**src/rtl/core/dtu_pkg.sv**
```systemverilog
// ----------------------------------------------------------------------------
// dtu_pkg: shared types and constants for the date/epoch to Unix time block
// Item layout between the front end and the back end, register codes, status
// codes, reciprocal constants and the calendar tables.
// ----------------------------------------------------------------------------
package dtu_pkg;

	// configuration port
	localparam int CFG_IDX_W  = 2;
	localparam int CFG_DATA_W = 2;

	localparam logic [CFG_IDX_W-1:0] REG_MS_MODE = 2'd0;
	localparam logic [CFG_IDX_W-1:0] REG_FORMAT  = 2'd1;
	localparam logic [CFG_IDX_W-1:0] REG_ZONE    = 2'd2;

	localparam logic [1:0] ZONE_OTHER = 2'd3;

	// result status
	localparam logic [1:0] ST_OK        = 2'd0;
	localparam logic [1:0] ST_CONFIG    = 2'd1;
	localparam logic [1:0] ST_TOO_LARGE = 2'd2;
	localparam logic [1:0] ST_BAD_DATE  = 2'd3;

	// input ranges
	localparam logic signed [63:0] DATEINT_THRESHOLD = 64'sd100000000;
	localparam logic signed [63:0] DATEINT_MIN       = 64'sd10000000;
	localparam logic signed [63:0] EPOCH_SECONDS_MAX = 64'sd99999999999;
	localparam logic signed [63:0] EPOCH_MILLIS_MAX  = 64'sd99999999999999;

	// exact reciprocals: floor(x * R >> k) == x / d over the stated input range
	localparam logic [27:0] RECIP_1E4 = 28'd219902326; // k = 41, x < 2**27
	localparam logic [26:0] RECIP_1E3 = 27'd68719477;  // k = 36, x < 2**26
	localparam logic [13:0] RECIP_100 = 14'd10486;     // k = 20, x < 2**14

	localparam logic [22:0] DAYS_TO_1970 = 23'd719468; // 0000-03-01 to 1970-01-01

	typedef struct packed {
		logic       ms_mode;
		logic       format_is_dash;
		logic [1:0] zone_kind;
	} dtu_cfg_t;

	typedef enum logic [2:0] {
		KIND_CFG_ERR   = 3'd0,
		KIND_TOO_LARGE = 3'd1,
		KIND_BAD_DATE  = 3'd2,
		KIND_EPOCH_S   = 3'd3,
		KIND_EPOCH_MS  = 3'd4,
		KIND_DATE      = 3'd5
	} dtu_kind_t;

	// value holds input bits 46:0; only the epoch and date kinds use it
	typedef struct packed {
		dtu_kind_t   kind;
		logic        ms_mode;
		logic [46:0] value;
	} dtu_item_t;

	function automatic logic [4:0] month_days(input logic [6:0] m);
		logic [4:0] r;
		case (m)
			7'd1, 7'd3, 7'd5, 7'd7, 7'd8, 7'd10, 7'd12: r = 5'd31;
			7'd4, 7'd6, 7'd9, 7'd11: r = 5'd30;
			7'd2: r = 5'd28;
			default: r = 5'd0;
		endcase
		return r;
	endfunction

	// day of the year counted from March 1 for the first day of month m
	function automatic logic [8:0] doy_base(input logic [6:0] m);
		logic [8:0] r;
		case (m)
			7'd3:  r = 9'd0;
			7'd4:  r = 9'd31;
			7'd5:  r = 9'd61;
			7'd6:  r = 9'd92;
			7'd7:  r = 9'd122;
			7'd8:  r = 9'd153;
			7'd9:  r = 9'd184;
			7'd10: r = 9'd214;
			7'd11: r = 9'd245;
			7'd12: r = 9'd275;
			7'd1:  r = 9'd306;
			7'd2:  r = 9'd337;
			default: r = 9'd0;
		endcase
		return r;
	endfunction

endpackage

```
**src/rtl/core/dateint_or_epoch_to_unix_time.sv**
```systemverilog
// ----------------------------------------------------------------------------
// dateint_or_epoch_to_unix_time: dateint or epoch value to Unix time
// Top level: configuration registers, front end, item queue, back end.
// ----------------------------------------------------------------------------
// Usage
//   Input channel: in_valid / in_stall with input_value, a signed 64-bit
//   YYYYMMDD dateint or an epoch value (seconds up to 11 digits, millis for
//   12 to 14 digits). Output channel: out_valid / out_stall with unix_time
//   (seconds or millis, signed 49 bits) and status. One result per item.
//   Config channel: cfg_valid / cfg_ready (always ready), cfg_index selects
//   millisecond mode (0), dash format (1) or zone kind (2); other indexes
//   are dropped. Write config only while no item is in flight.
//   Throughput: one item per clock while out_stall is low. Path from
//   acceptance to out_valid: front register, queue slot, 7-stage back
//   end; the back end's reciprocal multipliers and the x86400 / x1000
//   scaling set the stage count.
//   Reset: config returns to seconds mode, dash format, UTC; all valids clear.
//   Stall: out_stall freezes the whole back end; the queue (QUEUE_DEPTH
//   items) and the front register keep accepting until full, then in_stall
//   rises.
// ----------------------------------------------------------------------------
module dateint_or_epoch_to_unix_time #(
	parameter int QUEUE_DEPTH = 4
) (
	input  logic                            clk,
	input  logic                            arst_n,
	input  logic                            cfg_valid,
	output logic                            cfg_ready,
	input  logic [dtu_pkg::CFG_IDX_W-1:0]   cfg_index,
	input  logic [dtu_pkg::CFG_DATA_W-1:0]  cfg_data,
	input  logic                            in_valid,
	output logic                            in_stall,
	input  logic signed [63:0]              input_value,
	output logic                            out_valid,
	input  logic                            out_stall,
	output logic signed [48:0]              unix_time,
	output logic [1:0]                      status
);
	import dtu_pkg::*;

	dtu_cfg_t  cfg_q;
	logic      q_full;
	logic      q_empty;
	logic      push;
	logic      pop;
	dtu_item_t push_item;
	dtu_item_t pop_item;

	assign cfg_ready = 1'b1;

	always_ff @(posedge clk or negedge arst_n) begin
		if (!arst_n) begin
			cfg_q.ms_mode        <= 1'b0;
			cfg_q.format_is_dash <= 1'b1;
			cfg_q.zone_kind      <= 2'd0;
		end else if (cfg_valid && cfg_ready) begin
			case (cfg_index)
				REG_MS_MODE: cfg_q.ms_mode        <= cfg_data[0];
				REG_FORMAT:  cfg_q.format_is_dash <= cfg_data[0];
				REG_ZONE:    cfg_q.zone_kind      <= cfg_data[1:0];
				default: ; // unmapped index, write dropped
			endcase
		end
	end

	// front end: classify against the config, one register deep
	dtu_front u_front (
		.clk         (clk),
		.arst_n      (arst_n),
		.cfg         (cfg_q),
		.in_valid    (in_valid),
		.in_stall    (in_stall),
		.input_value (input_value),
		.q_full      (q_full),
		.push        (push),
		.push_item   (push_item)
	);

	// queue lets the front keep taking items while the back end stalls
	dtu_queue #(
		.DEPTH (QUEUE_DEPTH)
	) u_queue (
		.clk       (clk),
		.arst_n    (arst_n),
		.push      (push),
		.push_item (push_item),
		.full      (q_full),
		.pop       (pop),
		.empty     (q_empty),
		.pop_item  (pop_item)
	);

	// back end: arithmetic pipeline ending in the output register
	dtu_back u_back (
		.clk       (clk),
		.arst_n    (arst_n),
		.q_empty   (q_empty),
		.pop_item  (pop_item),
		.pop       (pop),
		.out_valid (out_valid),
		.out_stall (out_stall),
		.unix_time (unix_time),
		.status    (status)
	);

endmodule

```
**src/rtl/core/dtu_front.sv**
```systemverilog
// ----------------------------------------------------------------------------
// dtu_front: input stage
// Accepts items, sorts each into error, epoch or dateint kinds and hands it
// to the queue.
// ----------------------------------------------------------------------------
module dtu_front (
	input  logic                    clk,
	input  logic                    arst_n,
	input  dtu_pkg::dtu_cfg_t       cfg,
	input  logic                    in_valid,
	output logic                    in_stall,
	input  logic signed [63:0]      input_value,
	input  logic                    q_full,
	output logic                    push,
	output dtu_pkg::dtu_item_t      push_item
);
	import dtu_pkg::*;

	logic      vld_s1;
	dtu_item_t item_s1;
	dtu_item_t item_d;
	logic      accept;
	logic      nonneg;
	logic      cfg_err;

	always_comb begin
		nonneg = !input_value[63];
		cfg_err = !cfg.format_is_dash || (cfg.zone_kind == ZONE_OTHER);
		item_d.ms_mode = cfg.ms_mode;
		item_d.value = input_value[46:0];
		if (cfg_err) begin
			item_d.kind = KIND_CFG_ERR;
		end else if (nonneg && input_value > DATEINT_THRESHOLD) begin
			if (input_value > EPOCH_MILLIS_MAX) begin
				item_d.kind = KIND_TOO_LARGE;
			end else if (input_value > EPOCH_SECONDS_MAX) begin
				item_d.kind = KIND_EPOCH_MS;
			end else begin
				item_d.kind = KIND_EPOCH_S;
			end
		end else if (!nonneg || input_value < DATEINT_MIN ||
				input_value == DATEINT_THRESHOLD) begin
			item_d.kind = KIND_BAD_DATE;
		end else begin
			item_d.kind = KIND_DATE;
		end
	end

	// register drains into the queue in the same cycle a new item lands
	assign push     = vld_s1 && !q_full;
	assign in_stall = vld_s1 && q_full;
	assign accept   = in_valid && !in_stall;
	assign push_item = item_s1;

	always_ff @(posedge clk or negedge arst_n) begin
		if (!arst_n) begin
			vld_s1 <= 1'b0;
		end else if (accept) begin
			vld_s1 <= 1'b1;
		end else if (push) begin
			vld_s1 <= 1'b0;
		end
	end

	always_ff @(posedge clk) begin
		if (accept) begin
			item_s1 <= item_d;
		end
	end

endmodule

```
**src/rtl/core/dtu_queue.sv**
```systemverilog
// ----------------------------------------------------------------------------
// dtu_queue: item queue between front and back end
// Small circular buffer; decouples input acceptance from back-end stalls.
// ----------------------------------------------------------------------------
module dtu_queue #(
	parameter int DEPTH = 4
) (
	input  logic               clk,
	input  logic               arst_n,
	input  logic               push,
	input  dtu_pkg::dtu_item_t push_item,
	output logic               full,
	input  logic               pop,
	output logic               empty,
	output dtu_pkg::dtu_item_t pop_item
);
	import dtu_pkg::*;

	localparam int PTR_W = $clog2(DEPTH);
	localparam int CNT_W = $clog2(DEPTH + 1);

	dtu_item_t        mem_q [DEPTH];
	logic [PTR_W-1:0] wr_ptr_q;
	logic [PTR_W-1:0] rd_ptr_q;
	logic [CNT_W-1:0] count_q;

	assign full     = (count_q == CNT_W'(DEPTH));
	assign empty    = (count_q == '0);
	assign pop_item = mem_q[rd_ptr_q];

	function automatic logic [PTR_W-1:0] next_ptr(input logic [PTR_W-1:0] p);
		return (p == PTR_W'(DEPTH - 1)) ? '0 : p + 1'b1;
	endfunction

	always_ff @(posedge clk or negedge arst_n) begin
		if (!arst_n) begin
			wr_ptr_q <= '0;
			rd_ptr_q <= '0;
			count_q  <= '0;
		end else begin
			if (push) begin
				wr_ptr_q <= next_ptr(wr_ptr_q);
			end
			if (pop) begin
				rd_ptr_q <= next_ptr(rd_ptr_q);
			end
			if (push && !pop) begin
				count_q <= count_q + 1'b1;
			end else if (pop && !push) begin
				count_q <= count_q - 1'b1;
			end
		end
	end

	always_ff @(posedge clk) begin
		if (push) begin
			mem_q[wr_ptr_q] <= push_item;
		end
	end

	a_count_bound: assert property (@(posedge clk) disable iff (!arst_n)
		count_q <= CNT_W'(DEPTH))
		else $error("queue count beyond depth");

	a_no_underflow: assert property (@(posedge clk) disable iff (!arst_n)
		pop |-> count_q != '0)
		else $error("pop from empty queue");

	a_push_grows: assert property (@(posedge clk) disable iff (!arst_n)
		(push && !pop) |=> count_q == $past(count_q) + 1'b1)
		else $error("push without pop did not grow the queue");

endmodule

```
**src/rtl/core/dtu_back.sv**
```systemverilog
// ----------------------------------------------------------------------------
// dtu_back: conversion pipeline
// Seven stages: digit split of the dateint, calendar checks, days-from-civil,
// scaling to seconds and milliseconds; epoch millis divided by 1000 in
// three radix-2**16 long-division steps alongside.
// ----------------------------------------------------------------------------
module dtu_back (
	input  logic               clk,
	input  logic               arst_n,
	input  logic               q_empty,
	input  dtu_pkg::dtu_item_t pop_item,
	output logic               pop,
	output logic               out_valid,
	input  logic               out_stall,
	output logic signed [48:0] unix_time,
	output logic [1:0]         status
);
	import dtu_pkg::*;

	logic advance;

	logic vld_s1, vld_s2, vld_s3, vld_s4, vld_s5, vld_s6, vld_s7;

	dtu_kind_t kind_s1, kind_s2, kind_s3, kind_s4, kind_s5, kind_s6;
	logic      ms_s1, ms_s2, ms_s3, ms_s4, ms_s5, ms_s6;
	logic [46:0] val_s1, val_s2, val_s3, val_s4, val_s5, val_s6;

	// stage 1: y = v / 10000, first division step on bits 46:32
	logic [54:0] prody_s1;
	logic [41:0] prod2_s1;

	// stage 2
	logic [13:0] y_b2;
	logic [26:0] rem_full_b2;
	logic [5:0]  q2_b2;
	logic [14:0] r2_full_b2;
	logic [13:0] y_s2, rem_s2;
	logic [5:0]  q2_s2;
	logic [25:0] x1_s2;

	// stage 3
	logic [27:0] prodm_s3, prodh_s3;
	logic [52:0] prod1_s3;
	logic [13:0] y_s3, rem_s3;
	logic [5:0]  q2_s3;
	logic [25:0] x1_s3;

	// stage 4
	logic [6:0]  m_b4, d_b4, yh_b4, yl_b4;
	logic [13:0] d_full_b4, yl_full_b4;
	logic [15:0] q1_b4;
	logic [25:0] r1_full_b4;
	logic        leap_b4, jan_feb_b4, month_ok_b4, day_ok_b4;
	logic [4:0]  dim_b4;
	logic [13:0] ay_s4;
	logic [6:0]  cent_s4;
	logic [8:0]  doy_s4;
	logic        date_ok_s4;
	logic [5:0]  q2_s4;
	logic [15:0] q1_s4;
	logic [25:0] x0_s4;

	// stage 5
	logic [22:0]        pos_b5;
	logic signed [22:0] days_b5;
	logic signed [22:0] days_s5;
	logic [52:0]        prod0_s5;
	logic [5:0]         q2_s5;
	logic [15:0]        q1_s5;
	logic               date_ok_s5;

	// stage 6
	logic signed [39:0] days_x_b6;
	logic signed [39:0] secs_s6;
	logic [37:0]        quot_s6;
	logic               date_ok_s6;

	// stage 7 (output register)
	logic signed [40:0] oper_b7;
	logic signed [50:0] oper_x_b7;
	logic signed [50:0] scaled_b7;
	logic [48:0]        time_b7;
	logic [1:0]         status_b7;
	logic signed [48:0] unix_time_s7;
	logic [1:0]         status_s7;

	// whole pipeline moves together; holds while the result waits
	assign advance   = !vld_s7 || !out_stall;
	assign pop       = advance && !q_empty;
	assign out_valid = vld_s7;
	assign unix_time = unix_time_s7;
	assign status    = status_s7;

	always_ff @(posedge clk or negedge arst_n) begin
		if (!arst_n) begin
			vld_s1 <= 1'b0;
			vld_s2 <= 1'b0;
			vld_s3 <= 1'b0;
			vld_s4 <= 1'b0;
			vld_s5 <= 1'b0;
			vld_s6 <= 1'b0;
			vld_s7 <= 1'b0;
		end else if (advance) begin
			vld_s1 <= pop;
			vld_s2 <= vld_s1;
			vld_s3 <= vld_s2;
			vld_s4 <= vld_s3;
			vld_s5 <= vld_s4;
			vld_s6 <= vld_s5;
			vld_s7 <= vld_s6;
		end
	end

	// stage 2 logic: remainders from the reciprocal quotients
	always_comb begin
		y_b2 = prody_s1[54:41];
		rem_full_b2 = val_s1[26:0] - 27'(y_b2) * 27'd10000;
		q2_b2 = prod2_s1[41:36];
		r2_full_b2 = val_s1[46:32] - 15'(q2_b2) * 15'd1000;
	end

	// stage 4 logic: month, day, century split and calendar checks
	always_comb begin
		m_b4 = prodm_s3[26:20];
		d_full_b4 = rem_s3 - 14'(m_b4) * 14'd100;
		d_b4 = d_full_b4[6:0];
		yh_b4 = prodh_s3[26:20];
		yl_full_b4 = y_s3 - 14'(yh_b4) * 14'd100;
		yl_b4 = yl_full_b4[6:0];
		q1_b4 = prod1_s3[51:36];
		r1_full_b4 = x1_s3 - 26'(q1_b4) * 26'd1000;

		// y % 4 equals yl % 4; century years need yh % 4
		leap_b4 = (yl_b4 != '0) ? (yl_b4[1:0] == 2'd0) : (yh_b4[1:0] == 2'd0);
		month_ok_b4 = m_b4 inside {[7'd1:7'd12]};
		dim_b4 = (m_b4 == 7'd2 && leap_b4) ? 5'd29 : month_days(m_b4);
		day_ok_b4 = (d_b4 != '0) && (d_b4 <= 7'(dim_b4));
		jan_feb_b4 = (m_b4 <= 7'd2);
	end

	// stage 5 logic: days from civil without division
	// days = 365*ay + ay/4 - ay/100 + ay/400 + doy - 719468
	always_comb begin
		pos_b5 = 23'(ay_s4) * 23'd365 + 23'(ay_s4[13:2]) + 23'(cent_s4[6:2]) +
			23'(doy_s4);
		days_b5 = pos_b5 - 23'(cent_s4) - DAYS_TO_1970;
	end

	always_comb begin
		days_x_b6 = 40'(days_s5);
	end

	// stage 7 logic: one shared x1000 multiplier and the result select
	always_comb begin
		if (kind_s6 == KIND_DATE) begin
			oper_b7 = 41'(secs_s6);
		end else begin
			oper_b7 = {4'b0, val_s6[36:0]};
		end
		oper_x_b7 = 51'(oper_b7);
		scaled_b7 = oper_x_b7 * 51'sd1000;
		case (kind_s6)
			KIND_DATE: begin
				status_b7 = date_ok_s6 ? ST_OK : ST_BAD_DATE;
				if (!date_ok_s6) begin
					time_b7 = '0;
				end else if (ms_s6) begin
					time_b7 = scaled_b7[48:0];
				end else begin
					time_b7 = 49'(oper_b7);
				end
			end
			KIND_EPOCH_S: begin
				status_b7 = ST_OK;
				time_b7 = ms_s6 ? scaled_b7[48:0] : 49'(oper_b7);
			end
			KIND_EPOCH_MS: begin
				status_b7 = ST_OK;
				time_b7 = ms_s6 ? {2'b0, val_s6} : 49'(quot_s6);
			end
			KIND_TOO_LARGE: begin
				status_b7 = ST_TOO_LARGE;
				time_b7 = '0;
			end
			KIND_CFG_ERR: begin
				status_b7 = ST_CONFIG;
				time_b7 = '0;
			end
			default: begin
				status_b7 = ST_BAD_DATE;
				time_b7 = '0;
			end
		endcase
	end

	always_ff @(posedge clk) begin
		if (advance) begin
			// stage 1
			kind_s1  <= pop_item.kind;
			ms_s1    <= pop_item.ms_mode;
			val_s1   <= pop_item.value;
			prody_s1 <= 55'(pop_item.value[26:0]) * 55'(RECIP_1E4);
			prod2_s1 <= 42'(pop_item.value[46:32]) * 42'(RECIP_1E3);

			// stage 2
			kind_s2 <= kind_s1;
			ms_s2   <= ms_s1;
			val_s2  <= val_s1;
			y_s2    <= y_b2;
			rem_s2  <= rem_full_b2[13:0];
			q2_s2   <= q2_b2;
			x1_s2   <= {r2_full_b2[9:0], val_s1[31:16]};

			// stage 3
			kind_s3  <= kind_s2;
			ms_s3    <= ms_s2;
			val_s3   <= val_s2;
			prodm_s3 <= 28'(rem_s2) * 28'(RECIP_100);
			prodh_s3 <= 28'(y_s2) * 28'(RECIP_100);
			prod1_s3 <= 53'(x1_s2) * 53'(RECIP_1E3);
			y_s3     <= y_s2;
			rem_s3   <= rem_s2;
			q2_s3    <= q2_s2;
			x1_s3    <= x1_s2;

			// stage 4
			kind_s4    <= kind_s3;
			ms_s4      <= ms_s3;
			val_s4     <= val_s3;
			ay_s4      <= y_s3 - 14'(jan_feb_b4);
			cent_s4    <= (jan_feb_b4 && yl_b4 == '0) ? yh_b4 - 7'd1 : yh_b4;
			doy_s4     <= doy_base(m_b4) + 9'(d_b4) - 9'd1;
			date_ok_s4 <= month_ok_b4 && day_ok_b4;
			q2_s4      <= q2_s3;
			q1_s4      <= q1_b4;
			x0_s4      <= {r1_full_b4[9:0], val_s3[15:0]};

			// stage 5
			kind_s5    <= kind_s4;
			ms_s5      <= ms_s4;
			val_s5     <= val_s4;
			days_s5    <= days_b5;
			prod0_s5   <= 53'(x0_s4) * 53'(RECIP_1E3);
			q2_s5      <= q2_s4;
			q1_s5      <= q1_s4;
			date_ok_s5 <= date_ok_s4;

			// stage 6
			kind_s6    <= kind_s5;
			ms_s6      <= ms_s5;
			val_s6     <= val_s5;
			secs_s6    <= days_x_b6 * 40'sd86400;
			quot_s6    <= {q2_s5, q1_s5, prod0_s5[51:36]};
			date_ok_s6 <= date_ok_s5;

			// stage 7
			unix_time_s7 <= time_b7;
			status_s7    <= status_b7;
		end
	end

	a_err_zero: assert property (@(posedge clk) disable iff (!arst_n)
		(out_valid && status != ST_OK) |-> unix_time == '0)
		else $error("nonzero time on an error result");

endmodule
```
**config.mk**
```make
export PLATFORM = sky130hd
export DESIGN_NAME = dateint_or_epoch_to_unix_time
export DESIGN_NICKNAME = d
export VERILOG_FILES = /design/src/rtl/core/dtu_pkg.sv /design/src/rtl/core/dateint_or_epoch_to_unix_time.sv /design/src/rtl/core/dtu_front.sv /design/src/rtl/core/dtu_queue.sv /design/src/rtl/core/dtu_back.sv
export SDC_FILE = /design/constraint.sdc
export NUM_CORES = 2
export LEC_CHECK = 0
export CAP_MARGIN = 25
export CORE_ASPECT_RATIO = 1.4
export CORE_MARGIN = 1.5
export CORE_UTILIZATION = 67
export DETAILED_ROUTE_END_ITERATION = 12
export DONT_BUFFER_PORTS = 1
export HOLD_SLACK_MARGIN = 0.02
export MAX_ROUTING_LAYER = met4
export PLACE_DENSITY = 0.85
export SYNTH_ARGS = -nofsm -noshare
export SYNTH_HDL_FRONTEND = slang
export SYNTH_HIERARCHICAL = 1
export SYNTH_SLANG_ARGS = --single-unit
```
**constraint.sdc**
```tcl
create_clock -name clk -period 34.1 [get_ports clk]
set_input_delay 3.41 -clock clk [delete_from_list [all_inputs] [get_ports clk]]
set_output_delay 3.41 -clock clk [all_outputs]
set_load 0.1 [all_outputs]
```
Word level (Yosys, flattened, before mapping)
Memories as Yosys holds them, arrays and structs flattened. A register that Yosys moved wholly into a read port is not among the register bits.
Cells that the tools add are included.
W data, S select, Z words.

word-level totals
  bits in writable memories = 204
  logic and storage cells = 187
  memories = 3
  memory bits (read-only) = 224
  bits in registers = 973
  bits of input ports = 73

memory list
  memory           words  width  rd ports  clocked after Yosys merged registers in  wr ports  line             RTL
  u_queue.mem_q    4      51     1         0                                        1         dtu_queue.sv:22  dtu_item_t mem_q [DEPTH];
  (no name shown)  16     9      1         1                                        0         dtu_pkg.sv:73    case (m)
  (no name shown)  16     5      1         1                                        0         dtu_pkg.sv:61    case (m)

cells by class
  multiplexer cells = 27
  equal/unequal tests = 12
  order comparisons = 8
  add/sub/neg operators = 18
  reduce and logical (&&, ||, !) cells = 40
  multiply operators = 14

operators with widths
  kind                      count
  $pmux W49 S3              1
  $mul A26 B27 Y52 const B  2
  $mux W49                  2
  $eq A64 B28 Y1 const B    1
  $gt A64 B28 Y1 const B    1
  $gt A64 B38 Y1 const B    1
  $gt A64 B48 Y1 const B    1
  $lt A64 B25 Y1 const B    1
  $mul A27 B27 Y54 const B  1
  $mul A14 B13 Y26 const B  2
  $mux W47                  1
  $mul A41 B8 Y46 const B   1
  $mul A15 B27 Y42 const B  1
  $mux W41                  1
  $mul A23 B11 Y33 const B  1
  $add A23 B12 Y23          1
  $add A23 B5 Y23           1
  $add A23 B9 Y23           1
  $mul A14 B9 Y23 const B   1
  $sub A23 B20 Y23 const B  1
  $sub A23 B7 Y23           1
  $sub A10 B10 Y10          2
  $mux W3                   6
  $mux W9                   2
  other kinds (39)          85

Logic depth before layout (Yosys ltp)
  depth in word-level cells = 9
  mapped depth = 27
  gate-level depth less buffers = 26

Cells and area by module
Netlist, hierarchy kept.

by module, submodules not included
  module                         area an instance (sq um)  times used  cells each
  dtu_back                       85042.8                   1           7655
  dtu_queue                      7837.5                    1           304
  dtu_front                      2202.1                    1           162
  dateint_or_epoch_to_unix_time  180.2                     1           13

Least setup slack after synthesis
No wires, ideal clock.

  kind = input to register
  start point = input port out_stall
  end point = register (tool-made name)
  buffers on the path = 2
  arrival time = 26.704 ns
  stages on the path = 8
  slack = 7.245 ns
  library setup time = 0.151 ns
  cells stage by stage = and2_1 clkbuf_1 inv_1 buf_1 a31oi_1 ha_1 mux2i_1 mux2i_1

RTL lines
  what             line                                 RTL
  start, declared  dateint_or_epoch_to_unix_time.sv:35  input logic out_stall,

==> key figures <==
Layout
  • Multi-input logic area: 0.0576 sq mm
  • Reg area: 0.0282 sq mm
  • Fill cells: 9642
  • Area Overhead vs Synth: 5.83%
  • Layout cells sized above 1: 3.37%
  • Fin area: 0.101 sq mm
  • Post-layout nets: 11100
  • Final Core Density: 71.4%

Setup path
  • CP cell instances: buf_4, mux4_2, ha_1, inv_1, fa_1, fa_1, fa_1, fa_1, inv_1, fa_1, inv_1, fa_1, inv_1, ha_1, and4_1, nand2_1, or4_1, nor4_1, o21ai_1, a311oi_2, nor2_1, o2111ai_1, a21oi_1, xnor2_1
  • Reg-to-reg endpoint: u_back/prody_s1[54]
  • CP top delay family: adder cells
  • Crit-path slowest cell: mux4_2
  • Required @ worst endpoint: 34550 ps
  • Critical path origin: u_queue/rd_ptr_q[0]
  • Setup slack, reg-to-reg: 25070 ps
  • Crit Path Category: reg2reg
  • Stages on the worst setup path: 24
  • Worst Setup End Kind: flip-flop
  • Crit-path max FO: 43
  • Worst Path Buf+Inv: 5
  • Slowest stage delay, CP: 760 ps
  • Worst r2r src: u_queue/rd_ptr_q[0]
  • Top cell by count, worst path: fa_1
  • CP Launch Type: flip-flop
  • Crit path to: u_back/prody_s1[54]
  • R2R cell count: 24
  • CP arrival: 9480 ps

Place
  • Hpwl dp: 190000 um
  • Area after DPL: 0.0976 sq mm
  • I/O Buffers: 0
  • Routability cong.: 1.02

Global route
  • Grt met1 use: 36.1%
  • Met3 usage: 3.15%
  • M2 GR Usage: 59.9%
  • Gr busiest metal: met2
  • Initial antenna violation count: 4
  • GRT overflow: 0
  • Largest net degree at the start of global routing: 201
  • Vias in the first global route: 64500
  • First-pass GRT wire length: 356000 um
  • GRT Total Usage: 33.8%

Timing
  • RSZ-0062 raised after global routing: no
  • Tmin final: 9030 ps
  • Clock skew: 73.4 ps
  • Count of pins over their slew limit: 0
  • Final Hold Vio Count: 0
  • Peak Freq: 111 MHz
  • Setup TNS: 0 ps
  • Period utilization: 26.5%
  • Slew HR: 24.4%
  • Worst slew pin tran: 1130 ps
  • Final setup viols: 0

Yosys
  • Mapped Avg Cell Area: 11.7 sq um
  • Post-Synthesis Cell Area: 0.0953 sq mm
  • Post-synthesis register bit count: 947
  • Fraction of registers with async set/reset: 2.01%
  • Synth Instances: 8134
  • Main flop type after synthesis: edfxtp_1
  • Post-synthesis sequential area ratio: 29.6%
  • Largest area contributor in the netlist: edfxtp_1
  • Synth area leaders: edfxtp_1 29%, fa_1 27%, ha_1 21%, inv_1 9.6%, xnor2_1 1.7%
  • EDFF count, synth: 916
  • Post-synth cell types: 93
  • Top-area cell type share of the netlist area: 28.9%
  • Syn_nets: 11000
  • Yosys warns: 6

Detailed routing
  • Post-route ant nets: 0
  • Initial DRC count: 3679
  • Routed WL: 228000 um
  • DR vias: 58100
  • Per-cell routed wire length: 22.4 um
  • DRC: 0
  • Vias per inst: 5.71
  • Pre-antenna DRT Iters: 5

Die
  • # IOs: 127
  • Cell Rows: 163
  • Core area: 0.141 sq mm
  • Initial core utilization: 67.5%
  • Die X: 322 um
  • Die Area: 0.144 sq mm
  • Die height: 449 um

Clocking
  • CTS tree: built
  • Post CTS Setup Buffer Count: 0
  • Post-CTS resize count: 0
  • H-tree Lvls: 3
  • Hold buffer count at cts: 0
  • Clk sink count: 947
  • Largest buffer count on any clock path: 3
  • Clock Latency Late Sink: 750 ps
  • Root buffer cell: clkbuf_16
  • Clock slew at reported path FFs: 60 ps
  • CTS buffer count: 90

Min path
  • Min-Delay Path Class: reg2reg

Status
  • Status: complete, no violations

Flow run
  • Max Cap Violations: 0
-- cells in the mapped netlist, drive strengths merged, types with 7 or more instances --
cell and n:
inv 2438, ha 1571, fa 1263, edfxtp 916, nand2 251, a21oi 205, xnor2 181, o21ai 137
nor2 135, a21o 118, xor2 105, mux2i 57, nor3 54, mux4 51, nand3 51, nand2b 36
clkbuf 35, nand4 34, o22ai 31, nor2b 29, o21a 27, o21bai 27, and2 26, and3 24
a211oi 23, buf 21, a31oi 18, dfrtp 18, nor4 16, or3 14, o2111ai 13, or2 13
a211o 12, dfxtp 12, or4 12, a22oi 11, and4 11, nor3b 10, o211ai 10, a31o 9
a2111oi 8, mux2 8, o31ai 8, a221o 7
-- flip-flops by register name, indices dropped and copies added, names as in the netlist, 16 cells and up, named ones only --
signal / flops
u_queue/mem_q: 204
u_front/push_item: 51
u_back/unix_time: 49
u_back/val_s1: 47
u_back/val_s2: 47
u_back/val_s3: 47
u_back/val_s4: 47
u_back/val_s5: 47
u_back/val_s6: 47
u_back/quot_s6: 38
u_back/secs_s6: 33
u_back/days_s5: 23
u_back/prod0_s5: 16
u_back/prod1_s3: 16
u_back/q1_s4: 16
u_back/q1_s5: 16
-- per-layer routing --
layer,vias up,wire (um)
li1,26300,-
met1,29300,79800
met2,1786,121000
met3,767,9010
met4,0,18000
met5,-,0
-- cell type report --
class,instances,share of cell area [%]
multi-input cells,4691,57.1
clock buffers,112,2.39
well taps,1897,2.35
inverters,2440,9.09
diodes,2,0.00496
repair buffers,36,0.355
flip-flops and latches,947,28.0
clock inverters,56,0.700
-- logic make-up after synthesis --
logic type	after synthesis	share of synthesized area [%]
AO/OA/AOI/OAI	720	4.91
XOR/XNOR	286	2.63
adder cells (fa/ha/maj)	2835	47.2
buffers and inverters	2496	9.95
flip-flops	947	29.6
multiplexers	116	1.91
other	2	0.00788
AND/OR/NAND/NOR	732	3.78
-- worst register-to-register path, cell delays in order, from the launching register on --
cell and delay (ps):
dfrtp_4 550, buf_4 690, mux4_2 810, ha_1 470, inv_1 160, fa_1 510, fa_1 590, fa_1 460
fa_1 550, inv_1 60, fa_1 530, inv_1 60, fa_1 540, inv_1 50, ha_1 280, and4_1 210
nand2_1 100, or4_1 580, nor4_1 170, o21ai_1 220, a311oi_2 420, nor2_1 130, o2111ai_1 350, a21oi_1 160
xnor2_1 150
-- cells in the final DEF (no fill, tap or decap), drive strengths merged, types with 14 or more instances in the layout --
master  instances
inv          2444
dfrtp          18
and3           24
xnor2         181
a21oi         205
mux4           51
nor4           16
o21a           27
edfxtp        916
nand3          51
o21ai         137
xor2          105
o21bai         27
and2           26
mux2i          57
a211oi         23
clkbuf        112
fa           1263
nand2b         36
nor3           54
buf            36
clkinv         39
a21o          118
nand4          34
o22ai          31
nor2b          29
a31oi          18
or3            14
ha           1571
nand2         251
nor2          135
-- worst min-delay path by stage --
stage | cells after the start | slack, ps | to | from
after floorplan | 0 | 400 | u_back/date_ok_s5 | u_back/date_ok_s4
after CTS | 0 | 400 | u_back/val_s6[8] | u_back/val_s5[8]
after detailed placement | 0 | 400 | u_back/kind_s2[0] | u_back/kind_s1[0]
after global routing | 0 | 410 | u_back/val_s6[8] | u_back/val_s5[8]
final | 0 | 410 | u_back/val_s6[8] | u_back/val_s5[8]
after global placement | 0 | 400 | u_back/val_s6[13] | u_back/val_s5[13]
-- stage by stage --
stage	worst slack, ps	instances	hold slack, ps
floorplan	7250	8134	400
global placement	25140	10000	400
detailed placement	25050	10000	405
CTS	25000	10200	401
global route	24650	10200	408
finish	25070	10200	407
Power is left out: the tool's default activity adds up to more than one toggle a clock period on the data nets, which glitch-free logic cannot reach.
